[src/rtl/assert_macros.svh]
// Assertion helpers, clocked on i_clk and disabled during reset.
`ifndef ASSERT_MACROS_SVH
`define ASSERT_MACROS_SVH

`ifndef SYNTHESIS

`define DCG_ASSERT_IMP(lbl, ante, cons, msg) \
    lbl: assert property (@(posedge i_clk) disable iff (!i_rst_n) (ante) |-> (cons)) \
        else $error(msg);

`define DCG_ASSERT_NEXT(lbl, ante, cons, msg) \
    lbl: assert property (@(posedge i_clk) disable iff (!i_rst_n) (ante) |=> (cons)) \
        else $error(msg);

`else

`define DCG_ASSERT_IMP(lbl, ante, cons, msg)

`define DCG_ASSERT_NEXT(lbl, ante, cons, msg)

`endif

`endif

[src/rtl/dcg_pkg.sv]
package dcg_pkg;

    localparam int NOTE_W     = 7;
    localparam int KEY_W      = 4;
    localparam int SCALE_W    = 3;
    localparam int MODE_W     = 3;
    localparam int CFG_IDX_W  = 2;
    localparam int CFG_DATA_W = 4;
    localparam int PC_W       = 4;
    localparam int OCT_N      = 12;
    localparam int MAX_NOTES  = 5;
    localparam int CNT_W      = 3;
    localparam int NDEG       = 4;
    localparam int OFF_W      = 6;

    localparam logic [NOTE_W-1:0] NOTE_MAX = 7'd127;

    localparam logic [CFG_IDX_W-1:0] CFG_KEY_ROOT   = 2'd0;
    localparam logic [CFG_IDX_W-1:0] CFG_SCALE_TYPE = 2'd1;
    localparam logic [CFG_IDX_W-1:0] CFG_CHORD_MODE = 2'd2;

    localparam logic [MODE_W-1:0] MODE_SINGLE  = 3'd0;
    localparam logic [MODE_W-1:0] MODE_TRIAD   = 3'd1;
    localparam logic [MODE_W-1:0] MODE_SEVENTH = 3'd2;
    localparam logic [MODE_W-1:0] MODE_NINTH   = 3'd3;
    localparam logic [MODE_W-1:0] MODE_SUS4    = 3'd4;
    localparam logic [MODE_W-1:0] MODE_POWER   = 3'd5;
    localparam logic [MODE_W-1:0] MODE_OCTAVE  = 3'd6;
    localparam logic [MODE_W-1:0] MODE_ROOT    = 3'd7;

    localparam logic [PC_W-1:0] SCALE_LEN [8] = '{
        4'd12, 4'd7, 4'd7, 4'd7, 4'd7, 4'd5, 4'd5, 4'd7
    };

    localparam logic [PC_W-1:0] SCALE_INT [8][OCT_N] = '{
        '{4'd0, 4'd1, 4'd2, 4'd3, 4'd4, 4'd5, 4'd6, 4'd7, 4'd8, 4'd9, 4'd10, 4'd11},
        '{4'd0, 4'd2, 4'd4, 4'd5, 4'd7, 4'd9, 4'd11, 4'd0, 4'd0, 4'd0, 4'd0, 4'd0},
        '{4'd0, 4'd2, 4'd3, 4'd5, 4'd7, 4'd8, 4'd10, 4'd0, 4'd0, 4'd0, 4'd0, 4'd0},
        '{4'd0, 4'd2, 4'd3, 4'd5, 4'd7, 4'd9, 4'd10, 4'd0, 4'd0, 4'd0, 4'd0, 4'd0},
        '{4'd0, 4'd2, 4'd4, 4'd5, 4'd7, 4'd9, 4'd10, 4'd0, 4'd0, 4'd0, 4'd0, 4'd0},
        '{4'd0, 4'd2, 4'd4, 4'd7, 4'd9, 4'd0, 4'd0, 4'd0, 4'd0, 4'd0, 4'd0, 4'd0},
        '{4'd0, 4'd3, 4'd5, 4'd7, 4'd10, 4'd0, 4'd0, 4'd0, 4'd0, 4'd0, 4'd0, 4'd0},
        '{4'd0, 4'd2, 4'd3, 4'd5, 4'd7, 4'd8, 4'd11, 4'd0, 4'd0, 4'd0, 4'd0, 4'd0}
    };

    // bit j set when interval j (semitones above the tonic) is in the scale
    localparam logic [OCT_N-1:0] SCALE_MASK [8] = '{
        12'hFFF, 12'hAB5, 12'h5AD, 12'h6AD, 12'h6B5, 12'h295, 12'h4A9, 12'h9AD
    };

    localparam logic [PC_W-1:0] MODE_DEG [8][NDEG] = '{
        '{4'd0, 4'd0, 4'd0, 4'd0},
        '{4'd2, 4'd4, 4'd0, 4'd0},
        '{4'd2, 4'd4, 4'd6, 4'd0},
        '{4'd2, 4'd4, 4'd6, 4'd8},
        '{4'd3, 4'd4, 4'd0, 4'd0},
        '{4'd0, 4'd0, 4'd0, 4'd0},
        '{4'd0, 4'd0, 4'd0, 4'd0},
        '{4'd0, 4'd0, 4'd0, 4'd0}
    };

    localparam logic [CNT_W-1:0] MODE_CNT [8] = '{
        3'd1, 3'd3, 3'd4, 3'd5, 3'd3, 3'd3, 3'd2, 3'd1
    };

    typedef struct packed {
        logic [MAX_NOTES-1:0][NOTE_W-1:0] notes;
        logic [CNT_W-1:0]                 count;
    } t_chord;

endpackage

[src/rtl/diatonic_chord_generator.sv]
// Diatonic chord generator.
// Input channel: i_valid / o_stall with i_root_note. A note request is taken
// at a rising edge with i_valid high and o_stall low.
// Output channel: o_valid / i_stall with o_chord_note and o_is_last. A chord
// leaves as 1 to 5 requests, root first; o_is_last marks the final note.
// Configuration: i_cfg_wen writes i_cfg_data to register i_cfg_index
// (0 key_root, 1 scale_type, 2 chord_mode); write only while no chord is
// in flight.
// The pipeline has six register stages: note split, scale search, snap select,
// rank and top note, degree offsets, then the output shift register, whose
// head is the offered note. The output shift register sends one note a
// cycle while i_stall is low, as many notes as the chord mode gives (1 to
// 5), and takes the next chord as the last note leaves. Pipeline stages
// keep filling while the output is busy.
// Reset (synchronous, i_rst_n low) clears the configuration registers to 0
// and empties the pipeline. While i_stall is high the offered note holds;
// stages behind it fill up and o_stall rises once all five are occupied.
`include "assert_macros.svh"

module diatonic_chord_generator (
    input  logic                            i_clk,
    input  logic                            i_rst_n,
    input  logic                            i_cfg_wen,
    input  logic [dcg_pkg::CFG_IDX_W-1:0]   i_cfg_index,
    input  logic [dcg_pkg::CFG_DATA_W-1:0]  i_cfg_data,
    input  logic                            i_valid,
    output logic                            o_stall,
    input  logic [dcg_pkg::NOTE_W-1:0]      i_root_note,
    output logic                            o_valid,
    input  logic                            i_stall,
    output logic [dcg_pkg::NOTE_W-1:0]      o_chord_note,
    output logic                            o_is_last
);

    localparam int NW  = dcg_pkg::NOTE_W;
    localparam int PW  = dcg_pkg::PC_W;
    localparam int ND  = dcg_pkg::NDEG;
    localparam int OW  = dcg_pkg::OFF_W;
    localparam int ON  = dcg_pkg::OCT_N;

    function automatic logic [PW-1:0] sub12(logic [PW-1:0] a, logic [PW-1:0] b);
        logic [PW:0] s;
        s = (a >= b) ? ({1'b0, a} - {1'b0, b}) : ({1'b0, a} + (PW+1)'(ON) - {1'b0, b});
        return s[PW-1:0];
    endfunction

    function automatic logic [PW-1:0] add12(logic [PW-1:0] a, logic [PW-1:0] b);
        logic [PW:0] s;
        s = {1'b0, a} + {1'b0, b};
        if (s >= (PW+1)'(ON)) begin
            s = s - (PW+1)'(ON);
        end
        return s[PW-1:0];
    endfunction

    // configuration
    logic [dcg_pkg::KEY_W-1:0]   r_key_root;
    logic [dcg_pkg::SCALE_W-1:0] r_scale_type;
    logic [dcg_pkg::MODE_W-1:0]  r_chord_mode;

    logic [PW-1:0] key;
    logic [ON-1:0] smask;
    logic [PW-1:0] slen;

    assign key   = (r_key_root >= PW'(ON)) ? r_key_root - PW'(ON) : r_key_root;
    assign smask = dcg_pkg::SCALE_MASK[r_scale_type];
    assign slen  = dcg_pkg::SCALE_LEN[r_scale_type];

    always_ff @(posedge i_clk) begin
        if (!i_rst_n) begin
            r_key_root   <= '0;
            r_scale_type <= '0;
            r_chord_mode <= '0;
        end else if (i_cfg_wen) begin
            case (i_cfg_index)
                dcg_pkg::CFG_KEY_ROOT:   r_key_root   <= i_cfg_data;
                dcg_pkg::CFG_SCALE_TYPE: r_scale_type <= i_cfg_data[dcg_pkg::SCALE_W-1:0];
                dcg_pkg::CFG_CHORD_MODE: r_chord_mode <= i_cfg_data[dcg_pkg::MODE_W-1:0];
                default: ;
            endcase
        end
    end

    // stage valids and enables
    logic r1_v, r2_v, r3_v, r4_v, r5_v;
    logic en1, en2, en3, en4, en5;
    logic ser_ready;

    assign en5     = !r5_v || ser_ready;
    assign en4     = !r4_v || en5;
    assign en3     = !r3_v || en4;
    assign en2     = !r2_v || en3;
    assign en1     = !r1_v || en2;
    assign o_stall = !en1;

    always_ff @(posedge i_clk) begin
        if (!i_rst_n) begin
            r1_v <= 1'b0;
            r2_v <= 1'b0;
            r3_v <= 1'b0;
            r4_v <= 1'b0;
            r5_v <= 1'b0;
        end else begin
            if (en1) r1_v <= i_valid;
            if (en2) r2_v <= r1_v;
            if (en3) r3_v <= r2_v;
            if (en4) r4_v <= r3_v;
            if (en5) r5_v <= r4_v;
        end
    end

    // stage 1: pitch class, floor(n/12) = (n*43) >> 9 for n < 128
    logic [NW-1:0]  r1_note;
    logic [PW-1:0]  r1_pc;
    logic [12:0]    n_prod;
    logic [3:0]     n_oct;
    logic [NW-1:0]  n_octx12;
    logic [NW-1:0]  n_pcw;

    assign n_prod   = 13'(i_root_note) * 13'd43;
    assign n_oct    = n_prod[12:9];
    assign n_octx12 = NW'({n_oct, 3'b000}) + NW'({n_oct, 2'b00});
    assign n_pcw    = i_root_note - n_octx12;

    always_ff @(posedge i_clk) begin
        if (en1) begin
            r1_note <= i_root_note;
            r1_pc   <= n_pcw[PW-1:0];
        end
    end

    // stage 2: nearest scale note below and above
    logic [NW-1:0] r2_note;
    logic [PW-1:0] r2_dlo, r2_dhi, r2_rel_lo, r2_rel_hi;
    logic          r2_lo_ok, r2_hi_ok;
    logic [PW-1:0] n_rel, n_dlo, n_dhi, n_rel_lo, n_rel_hi;
    logic          n_lo_ok, n_hi_ok;

    always_comb begin
        n_rel    = sub12(r1_pc, key);
        n_dlo    = '0;
        n_dhi    = '0;
        n_rel_lo = '0;
        n_rel_hi = '0;
        n_lo_ok  = 1'b0;
        n_hi_ok  = 1'b0;
        for (int d = ON - 1; d >= 0; d--) begin
            if (smask[sub12(n_rel, PW'(d))] && (r1_note >= NW'(d))) begin
                n_lo_ok  = 1'b1;
                n_dlo    = PW'(d);
                n_rel_lo = sub12(n_rel, PW'(d));
            end
            if (smask[add12(n_rel, PW'(d))]
                && (({1'b0, r1_note} + (NW+1)'(d)) <= {1'b0, dcg_pkg::NOTE_MAX})) begin
                n_hi_ok  = 1'b1;
                n_dhi    = PW'(d);
                n_rel_hi = add12(n_rel, PW'(d));
            end
        end
    end

    always_ff @(posedge i_clk) begin
        if (en2) begin
            r2_note   <= r1_note;
            r2_dlo    <= n_dlo;
            r2_dhi    <= n_dhi;
            r2_rel_lo <= n_rel_lo;
            r2_rel_hi <= n_rel_hi;
            r2_lo_ok  <= n_lo_ok;
            r2_hi_ok  <= n_hi_ok;
        end
    end

    // stage 3: snap (single mode passes the note through); on a tie the smaller interval wins, then the lower note
    logic [NW-1:0] r3_root;
    logic [PW-1:0] r3_root_rel;
    logic          n_take_lo;
    logic [NW-1:0] n_root;

    assign n_take_lo = !r2_hi_ok || (r2_lo_ok && ((r2_dlo < r2_dhi)
                       || ((r2_dlo == r2_dhi) && (r2_rel_lo <= r2_rel_hi))));
    assign n_root    = (r_chord_mode == dcg_pkg::MODE_SINGLE) ? r2_note :
                       n_take_lo ? r2_note - NW'(r2_dlo) : r2_note + NW'(r2_dhi);

    always_ff @(posedge i_clk) begin
        if (en3) begin
            r3_root     <= n_root;
            r3_root_rel <= n_take_lo ? r2_rel_lo : r2_rel_hi;
        end
    end

    // stage 4: degree rank of the root, highest scale note in range
    logic [NW-1:0] r4_root, r4_top;
    logic [PW-1:0] r4_root_rel, r4_rank;
    logic [ON-1:0] n_below;
    logic [PW-1:0] n_rel_top, n_dtop;

    always_comb begin
        for (int j = 0; j < ON; j++) begin
            n_below[j] = (PW'(j) < r3_root_rel);
        end
        n_rel_top = sub12(PW'(dcg_pkg::NOTE_MAX % ON), key);
        n_dtop    = '0;
        for (int d = ON - 1; d >= 0; d--) begin
            if (smask[sub12(n_rel_top, PW'(d))]) begin
                n_dtop = PW'(d);
            end
        end
    end

    always_ff @(posedge i_clk) begin
        if (en4) begin
            r4_root     <= r3_root;
            r4_root_rel <= r3_root_rel;
            r4_rank     <= PW'($countones(smask & n_below));
            r4_top      <= dcg_pkg::NOTE_MAX - NW'(n_dtop);
        end
    end

    // stage 5: semitone offsets of the added degrees
    logic [NW-1:0]         r5_root, r5_top;
    logic [ND-1:0][OW-1:0] r5_off;
    logic [ND-1:0][OW-1:0] n_off;

    always_comb begin
        logic [PW:0]   s;
        logic [1:0]    c;
        logic [PW-1:0] iv;
        logic [OW-1:0] oct_add;
        for (int j = 0; j < ND; j++) begin
            s = {1'b0, r4_rank} + {1'b0, dcg_pkg::MODE_DEG[r_chord_mode][j]};
            c = 2'd0;
            if (s >= {1'b0, slen}) begin
                s = s - {1'b0, slen};
                c = 2'd1;
            end
            if (s >= {1'b0, slen}) begin
                s = s - {1'b0, slen};
                c = 2'd2;
            end
            iv      = dcg_pkg::SCALE_INT[r_scale_type][s[PW-1:0]];
            oct_add = (c == 2'd2) ? OW'(2 * ON) : (c == 2'd1) ? OW'(ON) : '0;
            n_off[j] = OW'(iv) + oct_add - OW'(r4_root_rel);
        end
    end

    always_ff @(posedge i_clk) begin
        if (en5) begin
            r5_root <= r4_root;
            r5_top  <= r4_top;
            r5_off  <= n_off;
        end
    end

    // chord assembly into the output shift register
    dcg_pkg::t_chord n_chord;

    always_comb begin
        logic [NW:0]   sum;
        logic [NW:0]   p7;
        logic [NW:0]   p12;
        logic [ND-1:0][NW-1:0] dn;
        for (int j = 0; j < ND; j++) begin
            sum   = {1'b0, r5_root} + (NW+1)'(r5_off[j]);
            dn[j] = (sum > {1'b0, dcg_pkg::NOTE_MAX}) ? r5_top : sum[NW-1:0];
        end
        p7  = {1'b0, r5_root} + (NW+1)'(7);
        p12 = {1'b0, r5_root} + (NW+1)'(ON);
        n_chord.notes    = '0;
        n_chord.notes[0] = r5_root;
        n_chord.count    = dcg_pkg::MODE_CNT[r_chord_mode];
        case (r_chord_mode)
            dcg_pkg::MODE_TRIAD, dcg_pkg::MODE_SEVENTH,
            dcg_pkg::MODE_NINTH, dcg_pkg::MODE_SUS4: begin
                for (int j = 0; j < ND; j++) begin
                    n_chord.notes[j+1] = dn[j];
                end
            end
            dcg_pkg::MODE_POWER: begin
                n_chord.notes[1] = p7[NW] ? dcg_pkg::NOTE_MAX : p7[NW-1:0];
                n_chord.notes[2] = (p12 > {1'b0, dcg_pkg::NOTE_MAX}) ? dcg_pkg::NOTE_MAX
                                                                     : p12[NW-1:0];
            end
            dcg_pkg::MODE_OCTAVE: begin
                n_chord.notes[1] = (p12 > {1'b0, dcg_pkg::NOTE_MAX}) ? dcg_pkg::NOTE_MAX
                                                                     : p12[NW-1:0];
            end
            default: ;
        endcase
    end

    dcg_serializer u_ser (
        .i_clk        (i_clk),
        .i_rst_n      (i_rst_n),
        .i_load       (r5_v),
        .i_chord      (n_chord),
        .o_ready      (ser_ready),
        .o_valid      (o_valid),
        .i_stall      (i_stall),
        .o_chord_note (o_chord_note),
        .o_is_last    (o_is_last)
    );

    `DCG_ASSERT_IMP(a_root_in_scale, r4_v && (r_chord_mode != dcg_pkg::MODE_SINGLE),
        smask[r4_root_rel] && (r4_rank < slen), "snapped root not on the scale")
    `DCG_ASSERT_IMP(a_top_range, r4_v, r4_top >= (dcg_pkg::NOTE_MAX - NW'(ON - 1)),
        "top scale note out of range")
    `DCG_ASSERT_NEXT(a_s5_hold, r5_v && !en5, r5_v && $stable(r5_root) && $stable(r5_off),
        "stalled stage lost its request")

endmodule

[src/rtl/dcg_serializer.sv]
`include "assert_macros.svh"

module dcg_serializer (
    input  logic                        i_clk,
    input  logic                        i_rst_n,
    input  logic                        i_load,
    input  dcg_pkg::t_chord             i_chord,
    output logic                        o_ready,
    output logic                        o_valid,
    input  logic                        i_stall,
    output logic [dcg_pkg::NOTE_W-1:0]  o_chord_note,
    output logic                        o_is_last
);

    logic [dcg_pkg::MAX_NOTES-1:0][dcg_pkg::NOTE_W-1:0] r_notes;
    logic [dcg_pkg::CNT_W-1:0]                          r_left;
    logic                                               take;
    logic                                               load;

    assign o_valid      = (r_left != '0);
    assign o_is_last    = (r_left == dcg_pkg::CNT_W'(1));
    assign o_chord_note = r_notes[0];
    assign take         = o_valid && !i_stall;
    assign o_ready      = !o_valid || (take && o_is_last);
    assign load         = i_load && o_ready;

    always_ff @(posedge i_clk) begin
        if (!i_rst_n) begin
            r_left <= '0;
        end else if (load) begin
            r_left <= i_chord.count;
        end else if (take) begin
            r_left <= r_left - dcg_pkg::CNT_W'(1);
        end
    end

    always_ff @(posedge i_clk) begin
        if (load) begin
            r_notes <= i_chord.notes;
        end else if (take) begin
            r_notes <= {dcg_pkg::NOTE_W'(0), r_notes[dcg_pkg::MAX_NOTES-1:1]};
        end
    end

    `DCG_ASSERT_IMP(a_load_count, load, (i_chord.count != '0) && (i_chord.count <= dcg_pkg::CNT_W'(dcg_pkg::MAX_NOTES)), "chord count out of range")
    `DCG_ASSERT_IMP(a_load_free, load, (r_left == '0) || (take && (r_left == dcg_pkg::CNT_W'(1))), "chord loaded over a pending one")
    `DCG_ASSERT_NEXT(a_drain_idle, take && o_is_last && !load, !o_valid, "request shown after last note")

endmodule
[config.mk]
export PLATFORM = sky130hd
export DESIGN_NAME = diatonic_chord_generator
export DESIGN_NICKNAME = d
export VERILOG_FILES = /design/src/rtl/dcg_pkg.sv /design/src/rtl/diatonic_chord_generator.sv /design/src/rtl/dcg_serializer.sv
export VERILOG_INCLUDE_DIRS = /design/src /design/src/rtl
export SDC_FILE = /design/constraint.sdc
export NUM_CORES = 1
export LEC_CHECK = 0
export BUFFER_PORTS_ARGS = -buffer_cell sky130_fd_sc_hd__buf_2
export CORE_UTILIZATION = 64
export DETAILED_ROUTE_END_ITERATION = 6
export PLACE_DENSITY = 0.81
export SYNTH_ARGS = -nofsm -noshare
export SYNTH_HDL_FRONTEND = slang
export SYNTH_HIERARCHICAL = 1
export SYNTH_SLANG_ARGS = --single-unit
[constraint.sdc]
create_clock -name i_clk -period 9.69 [get_ports i_clk]
set_input_delay 1.4535 -clock i_clk [delete_from_list [all_inputs] [get_ports i_clk]]
set_output_delay 1.4535 -clock i_clk [all_outputs]
set_load 0.02 [all_outputs]
==> results by group <==
Placed design
  – Buffers on Ports: 27
  – Placed cells: 2447
  – GPL Wtd Cong: 0.967
  – Dpl hpwl: 39700 um
  – Pre-CTS setup slack: 1.71 ns

Detailed routing
  – Post-Route WL: 52700 um
  – Routed Antenna Nets: 0
  – DRC Markers: 0
  – DR vias: 16500
  – Pre-antenna DRT Iters: 6
  – Via density: 6.66
  – Drt first-iter violations: 1492
  – Drt wl/cell: 21.3 um

Floorplanning
  – Chip width: 172 um
  – Core Region: 28200 um2
  – Die height: 172 um
  – Die ar.: 29600 um2
  – I/O pin count: 28
  – FP Rows: 61
  – Initial cell density of the core: 65.8%

Yosys
  – Post-Syn Nets: 2365
  – Warnings from Yosys: 6
  – Post-Synthesis Cell Area: 18500 um2
  – Mean Syn Cell Area: 8.72 um2
  – Ys async rst share: 0%
  – Yosys reg bits: 154
  – Main synth FF type: edfxtp_1
  – Synthesized instance count: 2124
  – Synth unique cells: 116
  – Sequential area share after synthesis: 24.0%
  – Post-synth EDFFs: 136

STA
  – Crit share post-route: 84.7%
  – Clock Skew: 0.0209 ns
  – Setup TNS: 0 ns
  – Rel. slew slack: 18.3%
  – # setup viols final: 0
  – Minimum hold slack: 0.422 ns
  – Pins over their slew limit: 0
  – Fmax: 0.122 GHz
  – RSZ-0062 raised after global routing: false
  – Worst-Margin Slew: 1.21 ns
  – Final worst setup slack: 1.49 ns
  – Min Tclk post-route: 8.20 ns
  – Hold Fails Final Rpt: 0

Setup path
  – CP arrival: 8.37 ns
  – RR Endpoint: r5_off[23]
  – CP endpoint: r5_off[23]
  – Crit path capture type: flip-flop
  – Reg2reg path depth: 25
  – Crit path launch: r_scale_type[1]
  – FF-to-FF setup slack: 1.49 ns
  – Worst EP required: 9.85 ns
  – Crit path kind: reg -> reg
  – Critical path peak fanout: 24
  – Reg2reg start: r_scale_type[1]
  – Setup crit start kind: flip-flop

Clock network
  – Root Driver: clkbuf_16
  – Clk pin slew, worst setup/hold paths: 0.08 ns
  – Setup bufs post-CTS: 0
  – H-tree depth: 4
  – Resized cells post-CTS: 0
  – TritonCTS Sinks: 154
  – CTS tree: yes
  – CTS Buf Count: 17
  – Hold-fix buffers at CTS: 0
  – Bufs on Longest Clock Path: 2
  – Clk Latency, worst-skew pair: 0.44 ns

Global routing
  – Largest net degree at the start of global routing: 41
  – GRT overflow: 0
  – Number of global-route vias before repair: 15800
  – Antenna violations before repair: 1
  – Gr usage total: 36.1%
  – First-pass GRT wire length: 82700 um

Min path
  – HP Class: reg -> reg

Flow run
  – Max-cap viol count: 0

Layout
  – Layout cells sized above 1: 8.76%
  – Cell Count, Final, Fillers Out: 2479
  – Antenna Cells: 0
  – Layout fillers: 2214
  – Area delta synth->final: 4.73%
  – Final #Nets: 2329

Run status
  – Status: finished clean
==> layer usage <==
metal	global-route usage [%]	wire length, um
met2	62.3	25400
met4	18.9	2670
met1	43.4	20700
met5	0	0
met3	5.56	3920
==> area by class of cell <==
type	instances	area [um2]	area share (%)
clock buffers	17	425	2.19
clock inverters	15	175	0.903
inverters	175	662	3.41
multi-input cells	1695	13000	66.8
flip-flops and latches	154	4440	22.9
well taps	378	473	2.44
repair buffers	45	270	1.39
==> synth_stat cells (10+ instances only) <==
library cell  count  area share (%)
o221ai_1         19            0.90
inv_1           168             3.4
and3_1           10            0.34
mux2_2           17             1.0
and2_1           28            0.95
fa_1             44             4.8
dfxtp_1          18             1.9
o2111ai_1        12            0.57
nand2b_1         39             1.3
a31oi_1          18            0.61
buf_2            17            0.46
ha_1            179              12
clkbuf_1         63             1.3
o31ai_1          17            0.69
mux4_2           11             1.3
a21o_1           55             2.2
o21ai_0         120             3.2
o211ai_1         20            0.81
o21a_1           30             1.2
nor3b_1          11            0.45
edfxtp_1        136              22
or3_1            15            0.51
nor2b_1          56             1.9
nor2_1          131             2.7
nand2_1         184             3.7
nor3_1           41             1.1
a21oi_1         162             4.4
xor2_1           34             1.6
nand3_1          43             1.2
a211oi_1         26             1.1
o21bai_1         14            0.57
mux2_4           26             2.1
o21ai_1          12            0.32
xnor2_1          58             2.7
mux2i_1          58             3.1
==> placed cells by master, fill, tap and decap left out, drive strengths merged, types with 11 or more instances in the layout <==
cell type	synthesis	layout
a211oi	30	30
a21o	56	56
a21oi	164	164
a31oi	19	19
and2	30	30
buf	37	45
clkbuf	63	17
dfxtp	18	18
edfxtp	136	136
fa	44	44
ha	179	179
inv	173	180
mux2	45	45
mux2i	61	61
mux4	11	11
nand2	185	185
nand2b	41	41
nand3	44	44
nor2	132	132
nor2b	56	56
nor3	41	41
nor3b	11	11
o2111ai	12	12
o211ai	22	22
o21a	31	31
o21ai	135	135
o21bai	14	14
o221ai	20	20
o31ai	18	18
or3	15	15
xnor2	62	62
xor2	35	35
==> worst min path at each step <==
stage | start | endpoint | slack (ns) | cells after the start
floorplan | r3_root[0] | r4_root[0] | 0.40 | 0
finish | r4_root[3] | r5_root[3] | 0.42 | 0
global placement | r4_root[2] | r5_root[2] | 0.40 | 0
CTS | r4_root[3] | r5_root[3] | 0.42 | 0
global route | r4_root[5] | r5_root[5] | 0.42 | 0
detailed placement | r3_root[5] | r4_root[5] | 0.40 | 0
==> metrics by stage <==
stage               instance area (um2)  utilization, %
global placement                  18800            66.8
CTS                               19400            68.9
finish                            19400            68.9
detailed placement                18800            66.8
floorplan                         18500               -
global route                      19400            68.9
==> logic make-up (layout without fill, tap and decap cells) <==
group	count (synthesis)	count (layout)	share of synthesized area [%]
AOI/OAI and AO/OA	640	640	23.5
muxes	117	117	8.00
xor gates and xnor gates	98	98	4.92
DFF	154	154	24.0
adders and majority gates	224	224	16.9
buffers and inverters	275	252	6.16
and+or+nand+nor	616	616	16.5
==> state kept, by name, summed over array words and instances, names as in the netlist, 4 cells and up <==
register            cells
r1_note                 7
r1_pc                   4
r2_dhi                  4
r2_dlo                  4
r2_note                 7
r2_rel_hi               4
r2_rel_lo               4
r3_root                 7
r3_root_rel             4
r4_rank                 4
r4_root                 7
r4_root_rel             4
r4_top                  4
r5_off                 24
r5_root                 7
r5_top                  4
r_key_root              4
u_ser/o_chord_note      7
u_ser/r_notes          28
==> worst max-delay path, stage by stage (launching register included) <==
cell      delay [ns]
dfxtp_1         0.86
inv_1           0.29
ha_1            0.33
nor2b_1         0.15
buf_4           0.23
inv_1           0.13
buf_4           0.34
fa_1            0.51
nand2_1         0.11
nor2_1          0.05
a21oi_1         0.60
o21ai_0         0.32
ha_1            0.37
a21oi_1         0.16
a21boi_0        0.24
o31a_1          0.37
mux2i_1         0.81
nand2_1         0.10
o21ai_0         0.10
nand3_1         0.10
a21oi_1         0.26
fa_1            0.51
fa_1            0.48
a21o_1          0.19
a21oi_1         0.20
xnor2_1         0.09
Power is left out: the tool's default activity adds up to more than one toggle a clock period on the data nets, which glitch-free logic cannot reach.
